===== src/crs_pkg.sv =====
// Shared types, constants and helpers of the calibrated running statistics block.
`default_nettype none
package crs_pkg;

    localparam int SHORT_WINDOW = 5;
    localparam int LONG_WINDOW  = 20;
    localparam int SW_IDX_W = (SHORT_WINDOW > 1) ? $clog2(SHORT_WINDOW) : 1;
    localparam int SW_CNT_W = $clog2(SHORT_WINDOW + 1);
    localparam int LW_IDX_W = (LONG_WINDOW > 1) ? $clog2(LONG_WINDOW) : 1;
    localparam int LW_CNT_W = $clog2(LONG_WINDOW + 1);
    localparam int WSUM_W   = 40;

    localparam logic [1:0] CMD_SAMPLE      = 2'd0;
    localparam logic [1:0] CMD_CLR_SESSION = 2'd1;
    localparam logic [1:0] CMD_CLR_LAP     = 2'd2;
    localparam logic [1:0] CMD_PAUSE       = 2'd3;

    localparam logic [1:0] KIND_PLAIN = 2'd0;
    localparam logic [1:0] KIND_POWER = 2'd1;
    localparam logic [1:0] KIND_SPEED = 2'd2;

    localparam logic [15:0] GAIN_LIM_STD = 16'd8192;
    localparam logic [15:0] GAIN_LIM_ROW = 16'd20480;
    localparam logic [9:0]  RATE_SCALE   = 10'd1000;

    localparam logic signed [31:0] S32_MAX = 32'sh7FFF_FFFF;
    localparam logic signed [31:0] S32_MIN = 32'sh8000_0000;

    localparam int CFG_ADDR_W = 5;
    localparam logic [2:0] REG_METRIC_KIND  = 3'd0;
    localparam logic [2:0] REG_ROWING       = 3'd1;
    localparam logic [2:0] REG_POWER_GAIN   = 3'd2;
    localparam logic [2:0] REG_POWER_OFFSET = 3'd3;
    localparam logic [2:0] REG_SPEED_GAIN   = 3'd4;
    localparam logic [2:0] REG_SPEED_OFFSET = 3'd5;

    localparam logic [2:0] DIV_RATE    = 3'd0;
    localparam logic [2:0] DIV_SESSION = 3'd1;
    localparam logic [2:0] DIV_LAP     = 3'd2;
    localparam logic [2:0] DIV_SHORT   = 3'd3;
    localparam logic [2:0] DIV_LONG    = 3'd4;

    typedef struct packed {
        logic [1:0]         cmd;
        logic signed [31:0] sample_value;
        logic               apply_calibration;
        logic               accumulate;
        logic               pause_flag;
        logic [31:0]        time_ms;
    } sample_t;

    typedef struct packed {
        logic signed [31:0] current_value;
        logic signed [31:0] rate_per_second;
        logic signed [31:0] session_min;
        logic signed [31:0] session_max;
        logic signed [31:0] lap_min;
        logic signed [31:0] lap_max;
        logic signed [31:0] session_average;
        logic signed [31:0] lap_average;
        logic signed [31:0] short_average;
        logic signed [31:0] long_average;
        logic [31:0]        sample_count;
    } result_t;

    typedef struct packed {
        logic [1:0]         metric_kind;
        logic               rowing_device;
        logic [15:0]        power_gain;
        logic signed [31:0] power_offset;
        logic [15:0]        spd_gain;
        logic signed [31:0] spd_offset;
    } cfg_t;

    typedef struct packed {
        logic       load;
        logic       mul;
        logic       val;
        logic       upd;
        logic       div_start;
        logic [2:0] div_sel;
        logic       div_capture;
        logic       out_load;
    } dp_cmd_t;

    typedef struct packed {
        logic div_done;
        logic out_free;
    } dp_status_t;

    // Clamp a wide signed value to 32 bits.
    function automatic logic signed [31:0] sat32(input logic signed [64:0] x);
        logic signed [31:0] r;
        if (x > 65'sh0_7FFF_FFFF)
            r = S32_MAX;
        else if (x < -65'sh0_8000_0000)
            r = S32_MIN;
        else
            r = x[31:0];
        return r;
    endfunction

endpackage
`default_nettype wire


===== src/crs_ctrl.sv =====
// Controller: sequences load, calibration, update, five divisions and the result hand-off.
`default_nettype none
module crs_ctrl (
    input  logic                clk,
    input  logic                rst_n,
    input  logic                sample_valid,
    output logic                sample_ready,
    input  crs_pkg::dp_status_t status,
    output crs_pkg::dp_cmd_t    cmd
);

    localparam logic [2:0] S_IDLE   = 3'd0;
    localparam logic [2:0] S_MUL    = 3'd1;
    localparam logic [2:0] S_VAL    = 3'd2;
    localparam logic [2:0] S_UPD    = 3'd3;
    localparam logic [2:0] S_DSTART = 3'd4;
    localparam logic [2:0] S_DWAIT  = 3'd5;
    localparam logic [2:0] S_OUT    = 3'd6;

    logic [2:0] state_reg;
    logic [2:0] state_next;
    logic [2:0] sel_reg;
    logic [2:0] sel_next;

    // Next state and datapath commands
    always_comb
    begin
        state_next      = state_reg;
        sel_next        = sel_reg;
        cmd             = '0;
        cmd.div_sel     = sel_reg;
        sample_ready    = 1'b0;
        case (state_reg)
            S_IDLE:
            begin
                sample_ready = 1'b1;
                if (sample_valid)
                begin
                    cmd.load   = 1'b1;
                    state_next = S_MUL;
                end
            end
            S_MUL:
            begin
                cmd.mul    = 1'b1;
                state_next = S_VAL;
            end
            S_VAL:
            begin
                cmd.val    = 1'b1;
                state_next = S_UPD;
            end
            S_UPD:
            begin
                cmd.upd    = 1'b1;
                sel_next   = crs_pkg::DIV_RATE;
                state_next = S_DSTART;
            end
            S_DSTART:
            begin
                cmd.div_start = 1'b1;
                state_next    = S_DWAIT;
            end
            S_DWAIT:
            begin
                if (status.div_done)
                begin
                    cmd.div_capture = 1'b1;
                    if (sel_reg == crs_pkg::DIV_LONG)
                        state_next = S_OUT;
                    else
                    begin
                        sel_next   = sel_reg + 3'd1;
                        state_next = S_DSTART;
                    end
                end
            end
            S_OUT:
            begin
                if (status.out_free)
                begin
                    cmd.out_load = 1'b1;
                    state_next   = S_IDLE;
                end
            end
            default:
            begin
                state_next = S_IDLE;
            end
        endcase
    end

    // State registers
    always_ff @(posedge clk or negedge rst_n)
    begin
        if (!rst_n)
        begin
            state_reg <= S_IDLE;
            sel_reg   <= crs_pkg::DIV_RATE;
        end
        else
        begin
            state_reg <= state_next;
            sel_reg   <= sel_next;
        end
    end

endmodule
`default_nettype wire


===== config.mk =====
export PLATFORM = sky130hd
export DESIGN_NAME = crs_ctrl
export DESIGN_NICKNAME = d
export VERILOG_FILES = /design/src/crs_pkg.sv /design/src/crs_ctrl.sv
export SDC_FILE = /design/constraint.sdc
export NUM_CORES = 1
export LEC_CHECK = 0
export BUFFER_PORTS_ARGS = -buffer_cell sky130_fd_sc_hd__buf_2
export CAP_MARGIN = 20
export CORE_AREA = 2 2 39 41
export CTS_CLUSTER_SIZE = 20
export DETAILED_ROUTE_END_ITERATION = 10
export DIE_AREA = 0 0 41 43
export SLEW_MARGIN = 20
export SYNTH_ARGS = -nofsm -noshare
export SYNTH_HDL_FRONTEND = slang
export SYNTH_SLANG_ARGS = --single-unit

===== constraint.sdc =====
create_clock -name clk -period 1.3 [get_ports clk]
set_input_delay 0.26 -clock clk [delete_from_list [all_inputs] [get_ports clk]]
set_output_delay 0.26 -clock clk [all_outputs]
set_load 0.01 [all_outputs]

After elaboration in Yosys (flattened, before gate mapping)
Index checks and enable logic that the tools add are counted.
{"block": "word_totals", "register_bits": 6, "inputBits": 5, "elab_cells": 37}
{"block": "classes", "n_addsub": 1, "n_eq_ne": 11, "mux": 19, "reduce_logical": 4}
{"cell": "$pmux 3 s7", "n": 1}
{"cell": "$mux 3", "n": 5}
{"cell": "$eq 3x3->1 const B", "n": 4}
{"cell": "$mux 1", "n": 11}
{"cell": "$ne 2x2->1 const B", "n": 4}
{"cell": "$eq 3x2->1 const B", "n": 2}
{"cell": "$pmux 3 s2", "n": 1}
{"cell": "$reduce_and 3->1", "n": 2}
{"cell": "$add 3x1->3 const B", "n": 1}
{"cell": "$eq 3x1->1 const B", "n": 1}
{"cell": "$logic_not 3->1", "n": 1}
{"cell": "$mux 2", "n": 1}
{"cell": "$reduce_bool 2->1", "n": 1}

Depth between registers and ports, before layout
Gate-level depths: netlist (run 1).
{"block": "logic_depth", "ltp_word": 4, "mapped_depth": 5, "ltp_nobuf": 5}

Worst setup path before layout (run 1)
OpenSTA, ideal clock, no wires.
{"block": "synth_path", "path_type": "flip-flop to output port", "startpoint": "register state_reg[1]", "endpoint": "output port cmd[9] (netlist bit)", "arrival_time_ns": 1.131, "required_time_ns": 1.040, "slack_ns": -0.091, "path_stages_with_launch": 4, "n_path_buf": 1, "cell_sequence": "dfrtp_1 -> buf_2 -> nor3_1 -> and2_1"}
{"element": "start: declaration", "line": "crs_ctrl.sv:20", "rtl": "logic [2:0] state_reg;"}
{"element": "start signal: assignment", "line": "crs_ctrl.sv:103", "rtl": "state_reg <= state_next;"}
{"element": "end: declaration", "line": "crs_ctrl.sv:9", "rtl": "output crs_pkg::dp_cmd_t cmd"}

==> results of run 1 <==
## per-stage QoR
stage | worst slack (ns) | total power, uW | instance area (um2)
2_1_floorplan | 0.01976 | 894.1 | 436.7
3_3_place_gp | 0.05913 | 1224 | 579.3
3_5_place_dp | 0.04838 | 1231 | 579.3
4_1_cts | -0.1586 | 1567 | 679.4
5_1_grt | -0.2328 | 1789 | 721.9
6_report | -0.1700 | 1653 | 721.9
## power groups by stage
stage / Clock [uW] / Combinational [uW] / Sequential [uW]
floorplan: 0 / 548 / 346
global placement: 0 / 872 / 352
detailed placement: 0 / 876 / 355
CTS: 181 / 1020 / 362
global route: 186 / 1230 / 377
finish: 172 / 1120 / 361
## critical path, stage by stage, from the launching register on
cell and delay (ns):
dfrtp_1 0.38, buf_4 0.14, and4b_4 0.34, buf_6 0.11
## cell families (layout without fill, tap and decap cells)
logic type / count (synthesis) / after routing / share of synthesized area (%)
AOI/OAI and AO/OA: 9 / 9 / 14.49
xor gates and xnor gates: 1 / 1 / 2.029
adders and majority gates: 2 / 2 / 5.796
buffers and inverters: 6 / 37 / 6.378
DFF: 6 / 6 / 34.78
muxes: 3 / 3 / 8.405
and+or+nand+nor: 18 / 18 / 28.12
## cell type report
class	instances	area, um2
fillers	134	661.9
multi-input cells	33	286.5
repair buffers	32	232.7
flip-flops and latches	6	152.6
clock buffers	3	22.52
well taps	16	20.02
inverters	2	7.507
## cells in the mapped netlist
cell type / number / share of area, %
mux2_4: 1 / 3.5
inv_1: 2 / 1.7
mux2i_1: 1 / 2.3
dfrtp_1: 6 / 35
ha_1: 2 / 5.8
mux2_2: 1 / 2.6
or3_1: 1 / 1.5
nor3b_1: 3 / 5.2
o22a_1: 1 / 2.0
nand2b_1: 1 / 1.5
xnor2_1: 1 / 2.0
a21o_1: 1 / 1.7
and4b_1: 2 / 4.6
a221oi_1: 1 / 2.0
and4b_4: 1 / 3.2
o21ai_0: 1 / 1.2
o21ba_2: 1 / 2.3
buf_2: 4 / 4.6
o21a_1: 1 / 1.7
nand2_2: 1 / 1.5
a21oi_1: 3 / 3.5
and2_1: 1 / 1.5
and3b_1: 1 / 2.0
nand4_1: 1 / 1.5
nor3_1: 2 / 2.3
nor2_1: 2 / 1.7
nand2_1: 2 / 1.7
## what timing repair did
item | in CTS | in global routing
cloned | 0 | 0
resized for setup | 8 | 6
hold buffers | 1 | 0
endpoints found under the setup margin | 8 | 12
pin swaps | 1 | 2
setup buffers | 5 | 2
endpoints found under the hold margin | 6 | 0
## how the worst max path moves through the flow
stage,endpoint,slack (ns),from
after floorplan,cmd[9],0.02,state_reg[2]
after global placement,cmd[9],0.06,state_reg[1]
after detailed placement,state_reg[1],0.05,state_reg[2]
after CTS,cmd[9],-0.16,state_reg[1]
after global routing,cmd[8],-0.23,state_reg[2]
final,cmd[1],-0.17,state_reg[1]
## per-layer routing
layer,vias to the layer above,track usage (%)
li1,228,-
met1,197,16.67
met2,17,19.69
met3,2,3.141
met4,0,6.000
met5,-,0
==> impl_metrics.ini, run 1 <==
[outcome]
violations = setup timing
status = complete, but fails checks

[placed_design]
port_buffers = 15
dp_cells = 81
dp.final_hpwl_um = 689.8
place.gp.congestion = 0.6432

[finish]
final_cell_mix = buf_2 (13), buf_4 (12), buf_6 (6)
final_common_cell = buf_2
area_growth_pct = 67.25
n_antenna_cell = 0
utilization_pct = 52.17
stdcell_count = 92
fin_nets = 85
layout-drive-gt1-share_pct = 60.53

[synthesis]
ys_ff_latch = 6
netlist_instances = 45
syn_nets = 52
syn_area_um2 = 431.7
ys_seq_area_share_pct = 34.78
avgSynthCellArea_um2 = 9.593
yosysWarnings = 0
synth.distinct_cells = 27

[power]
p_leak_uw = 0.0003760
internal_power_uw = 1038
power.density_nw_per_um2 = 2290
power_frac_seq_pct = 21.9
p_comb_share_pct = 67.8
netSwitchingFraction_pct = 37.20
irDropWorstVdd_mv = 0.9671
p_sw_uw = 614.9
p_clk_share_pct = 10.4

[critical_path]
cp.required_ns = 1.04
critPathLaunchType = flop
reg2reg_from = state_reg[1]
crit_type = reg2out
crit_arrival_ns = 1.21
rr_worst_depth = 5
r2r-end = sel_reg[1]
crit_path_end_kind = primary output
worstPathMaxFanout = 2
r2r_setup_slack_ns = -0.12

[timing]
worstMarginPinSlew_ns = 0.2283
finalHoldViolations = 0
setup_violations = 13
relSlewSlack_pct = 84.78
layout_setup_ws_ns = -0.1700
rsz0062_at_grt = yes
period_share_pct = 113.1
slew_violations = 0
finClkSkew_ns = 0.002109
fmax_mhz = 680.3
min_period_ns = 1.470
fin_setup_tns_ns = -1.176
finalHoldWorstSlack_ns = 0.2561

[cts]
htreeDepth = 1
cts_root_buf = clkbuf_4
tritoncts = yes
clock_sinks = 6
cts_made_buffers = 3
cts_buffer_depth = 2
clk_pin_slew_ns = 0.04
clkLatencyLatePin_ns = 0.24

[routing]
wire_per_inst_um = 11.32
topRoutingLayerUsed = met4
drt_iter0_drc = 3
dr_wl_met3_um = 73
drcViolationCount = 0
drtPass1Iterations = 2
routed-wl-met2_um = 475
vias = 444
wl_met1_um = 474
viasPerCell = 4.826
detail-route-antenna-nets = 0
wl_um = 1041

[global_routing]
grt_pass1_wl_um = 1573
grt_max_degree = 9
track_usage_pct = 13.02
overflow = 0
grt_pass1_vias = 402
antenna_found_initial = 0

[job]
max-cap-violations = 0

[floorplanning]
coreArea_um2 = 1384
die_area_um2 = 1763
io_pins = 16
initial_core_util_pct = 31.19
die_w_um = 41
placementRows = 14
die_h_um = 43

[worst_hold_path]
whs_path_depth = 2
min_path_type = in2reg
hold_path.startpoint = status[1]
holdPathEnd = state_reg[0]
Note: power is estimated with default switching activity, not from simulation.
==> run 2, diff against run 1 <==
--- a/config.mk
+++ b/config.mk
@@ -11,6 +11,8 @@
 export CTS_CLUSTER_SIZE = 20
 export DETAILED_ROUTE_END_ITERATION = 10
 export DIE_AREA = 0 0 41 43
+export GPL_TIMING_DRIVEN = 0
+export SKIP_LAST_GASP = 1
 export SLEW_MARGIN = 20
 export SYNTH_ARGS = -nofsm -noshare
 export SYNTH_HDL_FRONTEND = slang
==> run 2 against run 1 <==
The flow still finishes with violations (setup timing); clock skew is 0.00089 ns higher; critical path type unchanged; total power is 7.1% higher; largest power group unchanged; critical endpoint unchanged; global-route usage is 1.9 points higher; critical path depth is 1 higher; non-clock buffer count is 5 higher; flip-flop and latch count stayed put.
==> impl_metrics.ini, run 2 (synthesis results as in run 1) <==
[outcome]
status = complete, but fails checks
violations = setup timing

[finish]
final_common_cell = buf_4
fin_nets = 90
n_antenna_cell = 0
stdcell_count = 97
layout-drive-gt1-share_pct = 60.49
area_growth_pct = 73.62
final_cell_mix = buf_4 (17), buf_2 (14), dfrtp_1 (6)
utilization_pct = 54.16

[critical_path]
crit_top_cell = buf_4
crit_path_end_kind = primary output
cpPeakStageDelay_ns = 0.38
critPathBufInv = 3
r2r_setup_slack_ns = -0.16
crit_arrival_ns = 1.21
crit_family = flip-flops
cp_cell_sequence = buf_4 -> buf_4 -> and4b_4 -> buf_6
worstPathMaxFanout = 3
cp.required_ns = 1.04
critical-path-slowest-cell = dfrtp_1
crit_type = reg2out
critPathLaunchType = flop

[global_routing]
overflow = 0
grt_max_degree = 9
track_usage_pct = 14.89
grt_pass1_vias = 399
antenna_found_initial = 0
grt_pass1_wl_um = 1711

[routing]
drcViolationCount = 0
detail-route-antenna-nets = 0
drtPass1Iterations = 4
wire_per_inst_um = 11.60
viasPerCell = 4.990
vias = 484
drt_iter0_drc = 8
wl_um = 1125

[power]
internal_power_uw = 1121
p_clk_share_pct = 9.4
p_comb_share_pct = 71.6
p_sw_uw = 649.7
p_total_uw = 1771
netSwitchingFraction_pct = 36.69
irDropWorstVdd_mv = 0.9939
power_frac_seq_pct = 19.1
power.density_nw_per_um2 = 2363
p_leak_uw = 0.0004012

[floorplanning]
die_h_um = 43
die_w_um = 41
coreArea_um2 = 1384
io_pins = 16
initial_core_util_pct = 31.19
placementRows = 14
die_area_um2 = 1763

[cts]
cts_root_buf = clkbuf_4
cts_made_buffers = 3
clk_pin_slew_ns = 0.04
clkLatencyLatePin_ns = 0.24
tritoncts = yes
cts_buffer_depth = 2
clock_sinks = 6
htreeDepth = 1

[timing]
layout_setup_ws_ns = -0.1739
slew_violations = 0
period_share_pct = 113.4
min_period_ns = 1.474
fmax_mhz = 678.5
worstMarginPinSlew_ns = 0.2413
rsz0062_at_grt = yes
setup_violations = 11
finClkSkew_ns = 0.003002
relSlewSlack_pct = 83.91
finalHoldWorstSlack_ns = 0.2783
finalHoldViolations = 0

[placed_design]
dp_slack_ns = 0.01295
place.gp.congestion = 0.6410
port_buffers = 15
dp_cells = 76

[job]
max-cap-violations = 0

[worst_hold_path]
min_path_type = in2reg
==> run 2: cell count changes in the layout (fill, tap and decap cells not counted), sizes merged <==
cell  previous run  this run
buf             31        36
==> run 2: final timing paths <==
path                              startpoint            to  cells past startpoint
worst min-delay path               status[1]  state_reg[0]                      2
min in group asynchronous              rst_n    sel_reg[1]                      2
worst max-delay path            state_reg[0]        cmd[1]                      4
max in group asynchronous              rst_n  state_reg[0]                      2
worst min register to register    sel_reg[0]    sel_reg[0]                      1
worst max register to register  state_reg[0]    sel_reg[1]                      6
==> run 2: stage by stage <==
step / setup TNS, ns / area [um2]
floorplan: 0 / 436.7
global placement: 0 / 531.8
detailed placement: 0 / 531.8
CTS: -0.7608 / 683.2
global route: -1.726 / 749.5
finish: -1.117 / 749.5
==> run 2: routing by layer <==
layer	vias to the layer above	track usage, %	share of wire, %
li1	237	-	-
met1	226	17.22	43
met2	17	22.19	49
met3	4	3.141	5.7
met4	0	12.00	2.2
met5	-	0	0
==> run 2: layout make-up <==
cell class / instances / area [um2]
fillers: 133 / 634.4
well taps: 16 / 20.02
clock buffers: 3 / 22.52
flip-flops and latches: 6 / 150.1
multi-input cells: 33 / 285.3
repair buffers: 34 / 230.2
inverters: 2 / 7.507
plain buffers: 3 / 33.78
==> run 2: timing repair <==
item | CTS | global route
hold buffers | 1 | 0
resized for setup | 8 | 6
pin swaps | 1 | 5
buffers inserted | 13 | 5
endpoints found under the hold margin | 6 | 0
setup endpoints to repair | 8 | 11
==> run 2: power groups by stage <==
stage	logic, uW	registers [uW]	clock network, uW
2_1_floorplan	548	346	0
3_3_place_gp	750	348	0
3_5_place_dp	758	349	0
4_1_cts	1070	347	172
5_1_grt	1400	348	186
6_report	1270	338	166
==> run 3, diff against run 2 <==
--- a/config.mk
+++ b/config.mk
@@ -12,6 +12,7 @@
 export DETAILED_ROUTE_END_ITERATION = 10
 export DIE_AREA = 0 0 41 43
 export GPL_TIMING_DRIVEN = 0
+export RECOVER_POWER = 100
 export SKIP_LAST_GASP = 1
 export SLEW_MARGIN = 20
 export SYNTH_ARGS = -nofsm -noshare
==> run 3 against run 2 <==
Setup slack barely moved; via count increased by 0.21%; hold slack is essentially flat; total power decreased by 0.54%; design area down 0.83%; the flow still finishes with violations (setup timing); die area stayed put; clock skew about the same; sequential power about the same; first-iteration DRC count stayed put; clock power hardly changed; critical path depth did not move.
==> impl_metrics.ini, run 3 (synthesis results as in run 1) <==
[critical_path]
r2r_setup_slack_ns = -0.16
worstPathMaxFanout = 3
critPathLaunchType = flop
rr_worst_depth = 6
crit_arrival_ns = 1.21
crit_path_end_kind = primary output
crit_type = reg2out
cp.required_ns = 1.04

[job]
max-cap-violations = 0

[routing]
wire_per_inst_um = 11.60
drcViolationCount = 0
drtPass1Iterations = 4
viasPerCell = 5.000
vias = 485
detail-route-antenna-nets = 0
drt_iter0_drc = 8
wl_um = 1125

[timing]
finClkSkew_ns = 0.002945
setup_violations = 11
period_share_pct = 113.4
min_period_ns = 1.474
layout_setup_ws_ns = -0.1743
fmax_mhz = 678.3
rsz0062_at_grt = yes
slew_violations = 0
finalHoldWorstSlack_ns = 0.2783
finalHoldViolations = 0
relSlewSlack_pct = 78.38
worstMarginPinSlew_ns = 0.3242

[floorplanning]
io_pins = 16
die_h_um = 43
placementRows = 14
die_area_um2 = 1763
coreArea_um2 = 1384
die_w_um = 41
initial_core_util_pct = 31.19

[finish]
final_area_um2 = 743.2
layout-drive-gt1-share_pct = 54.32
fin_nets = 90
stdcell_count = 97
final_common_cell = buf_4
final_cell_mix = buf_4 (17), buf_2 (10), dfrtp_1 (6)
utilization_pct = 53.71
area_growth_pct = 72.17
n_antenna_cell = 0

[global_routing]
grt_pass1_wl_um = 1711
track_usage_pct = 14.89
overflow = 0
grt_pass1_vias = 399
antenna_found_initial = 0
grt_max_degree = 9

[worst_hold_path]
whs_path_depth = 2
min_path_type = in2reg

[cts]
cts_buffer_depth = 2
cts_root_buf = clkbuf_4
clock_sinks = 6
tritoncts = yes
cts_made_buffers = 3
htreeDepth = 1
clk_pin_slew_ns = 0.04
clkLatencyLatePin_ns = 0.24

[outcome]
status = complete, but fails checks
violations = setup timing

[power]
irDropWorstVdd_mv = 0.9948
power.density_nw_per_um2 = 2370
p_leak_uw = 0.0003866

[placed_design]
dpl_cell_area_um2 = 531.8
dp_cells = 76
port_buffers = 15
place.gp.congestion = 0.6410
dp_slack_ns = 0.01295
## run 3: changes by cell type in the layout (fill, tap and decap cells not counted)
| cell | delta |
|---|---|
| and3b_1 | +1 |
| clkbuf_1 | +4 |
| buf_2 | -4 |
| and3b_2 | -1 |
## run 3: what timing repair did
action / CTS / global route
pin swaps: 1 / 5
setup endpoints to repair: 8 / 11
hold buffers: 1 / 0
buffers inserted: 13 / 5
endpoints found under the hold margin: 6 / 0
resized for setup: 8 / 6
## run 3: final timing paths
path,from,to
setup / recovery,state_reg[0],cmd[1]
hold / removal,status[1],state_reg[0]
setup reg to reg,state_reg[0],sel_reg[1]
hold reg to reg,sel_reg[0],sel_reg[0]
max in group asynchronous,rst_n,state_reg[0]
min in group asynchronous,rst_n,sel_reg[1]
## run 3: power breakdown
part           switching (uW)  internal [uW]  leakage (uW)
Clock                    61.9            104     0.0000138
Combinational             517            739      0.000295
Sequential               71.8            267     0.0000776
Total                     651           1110      0.000387
## run 3: worst max-delay path: stages, from the launching register on
cell	delay, ns
dfrtp_1	0.38
buf_4	0.14
buf_4	0.12
and4b_4	0.21
buf_6	0.12
## run 3: cell type report
class                   count  area (um2)
well taps                  16       20.02
flip-flops and latches      6       150.1
fillers                   136       640.6
clock buffers               3       22.52
multi-input cells          33       284.0
repair buffers             34       225.2
plain buffers               3       33.78
inverters                   2       7.507
## run 3: stage by stage
step | TNS [ns] | power [uW]
2_1_floorplan | 0 | 894.1
3_3_place_gp | 0 | 1098
3_5_place_dp | 0 | 1106
4_1_cts | -0.7608 | 1588
5_1_grt | -1.712 | 1921
6_report | -1.106 | 1761
## run 3: metal layers
| metal | track usage (%) | up-vias | share of wire, % |
|---|---|---|---|
| met1 | 17.22 | 227 | 44 |
| li1 | - | 237 | - |
| met3 | 3.141 | 4 | 5.4 |
| met2 | 22.19 | 17 | 49 |
| met5 | 0 | - | 0 |
| met4 | 12.00 | 0 | 2.2 |
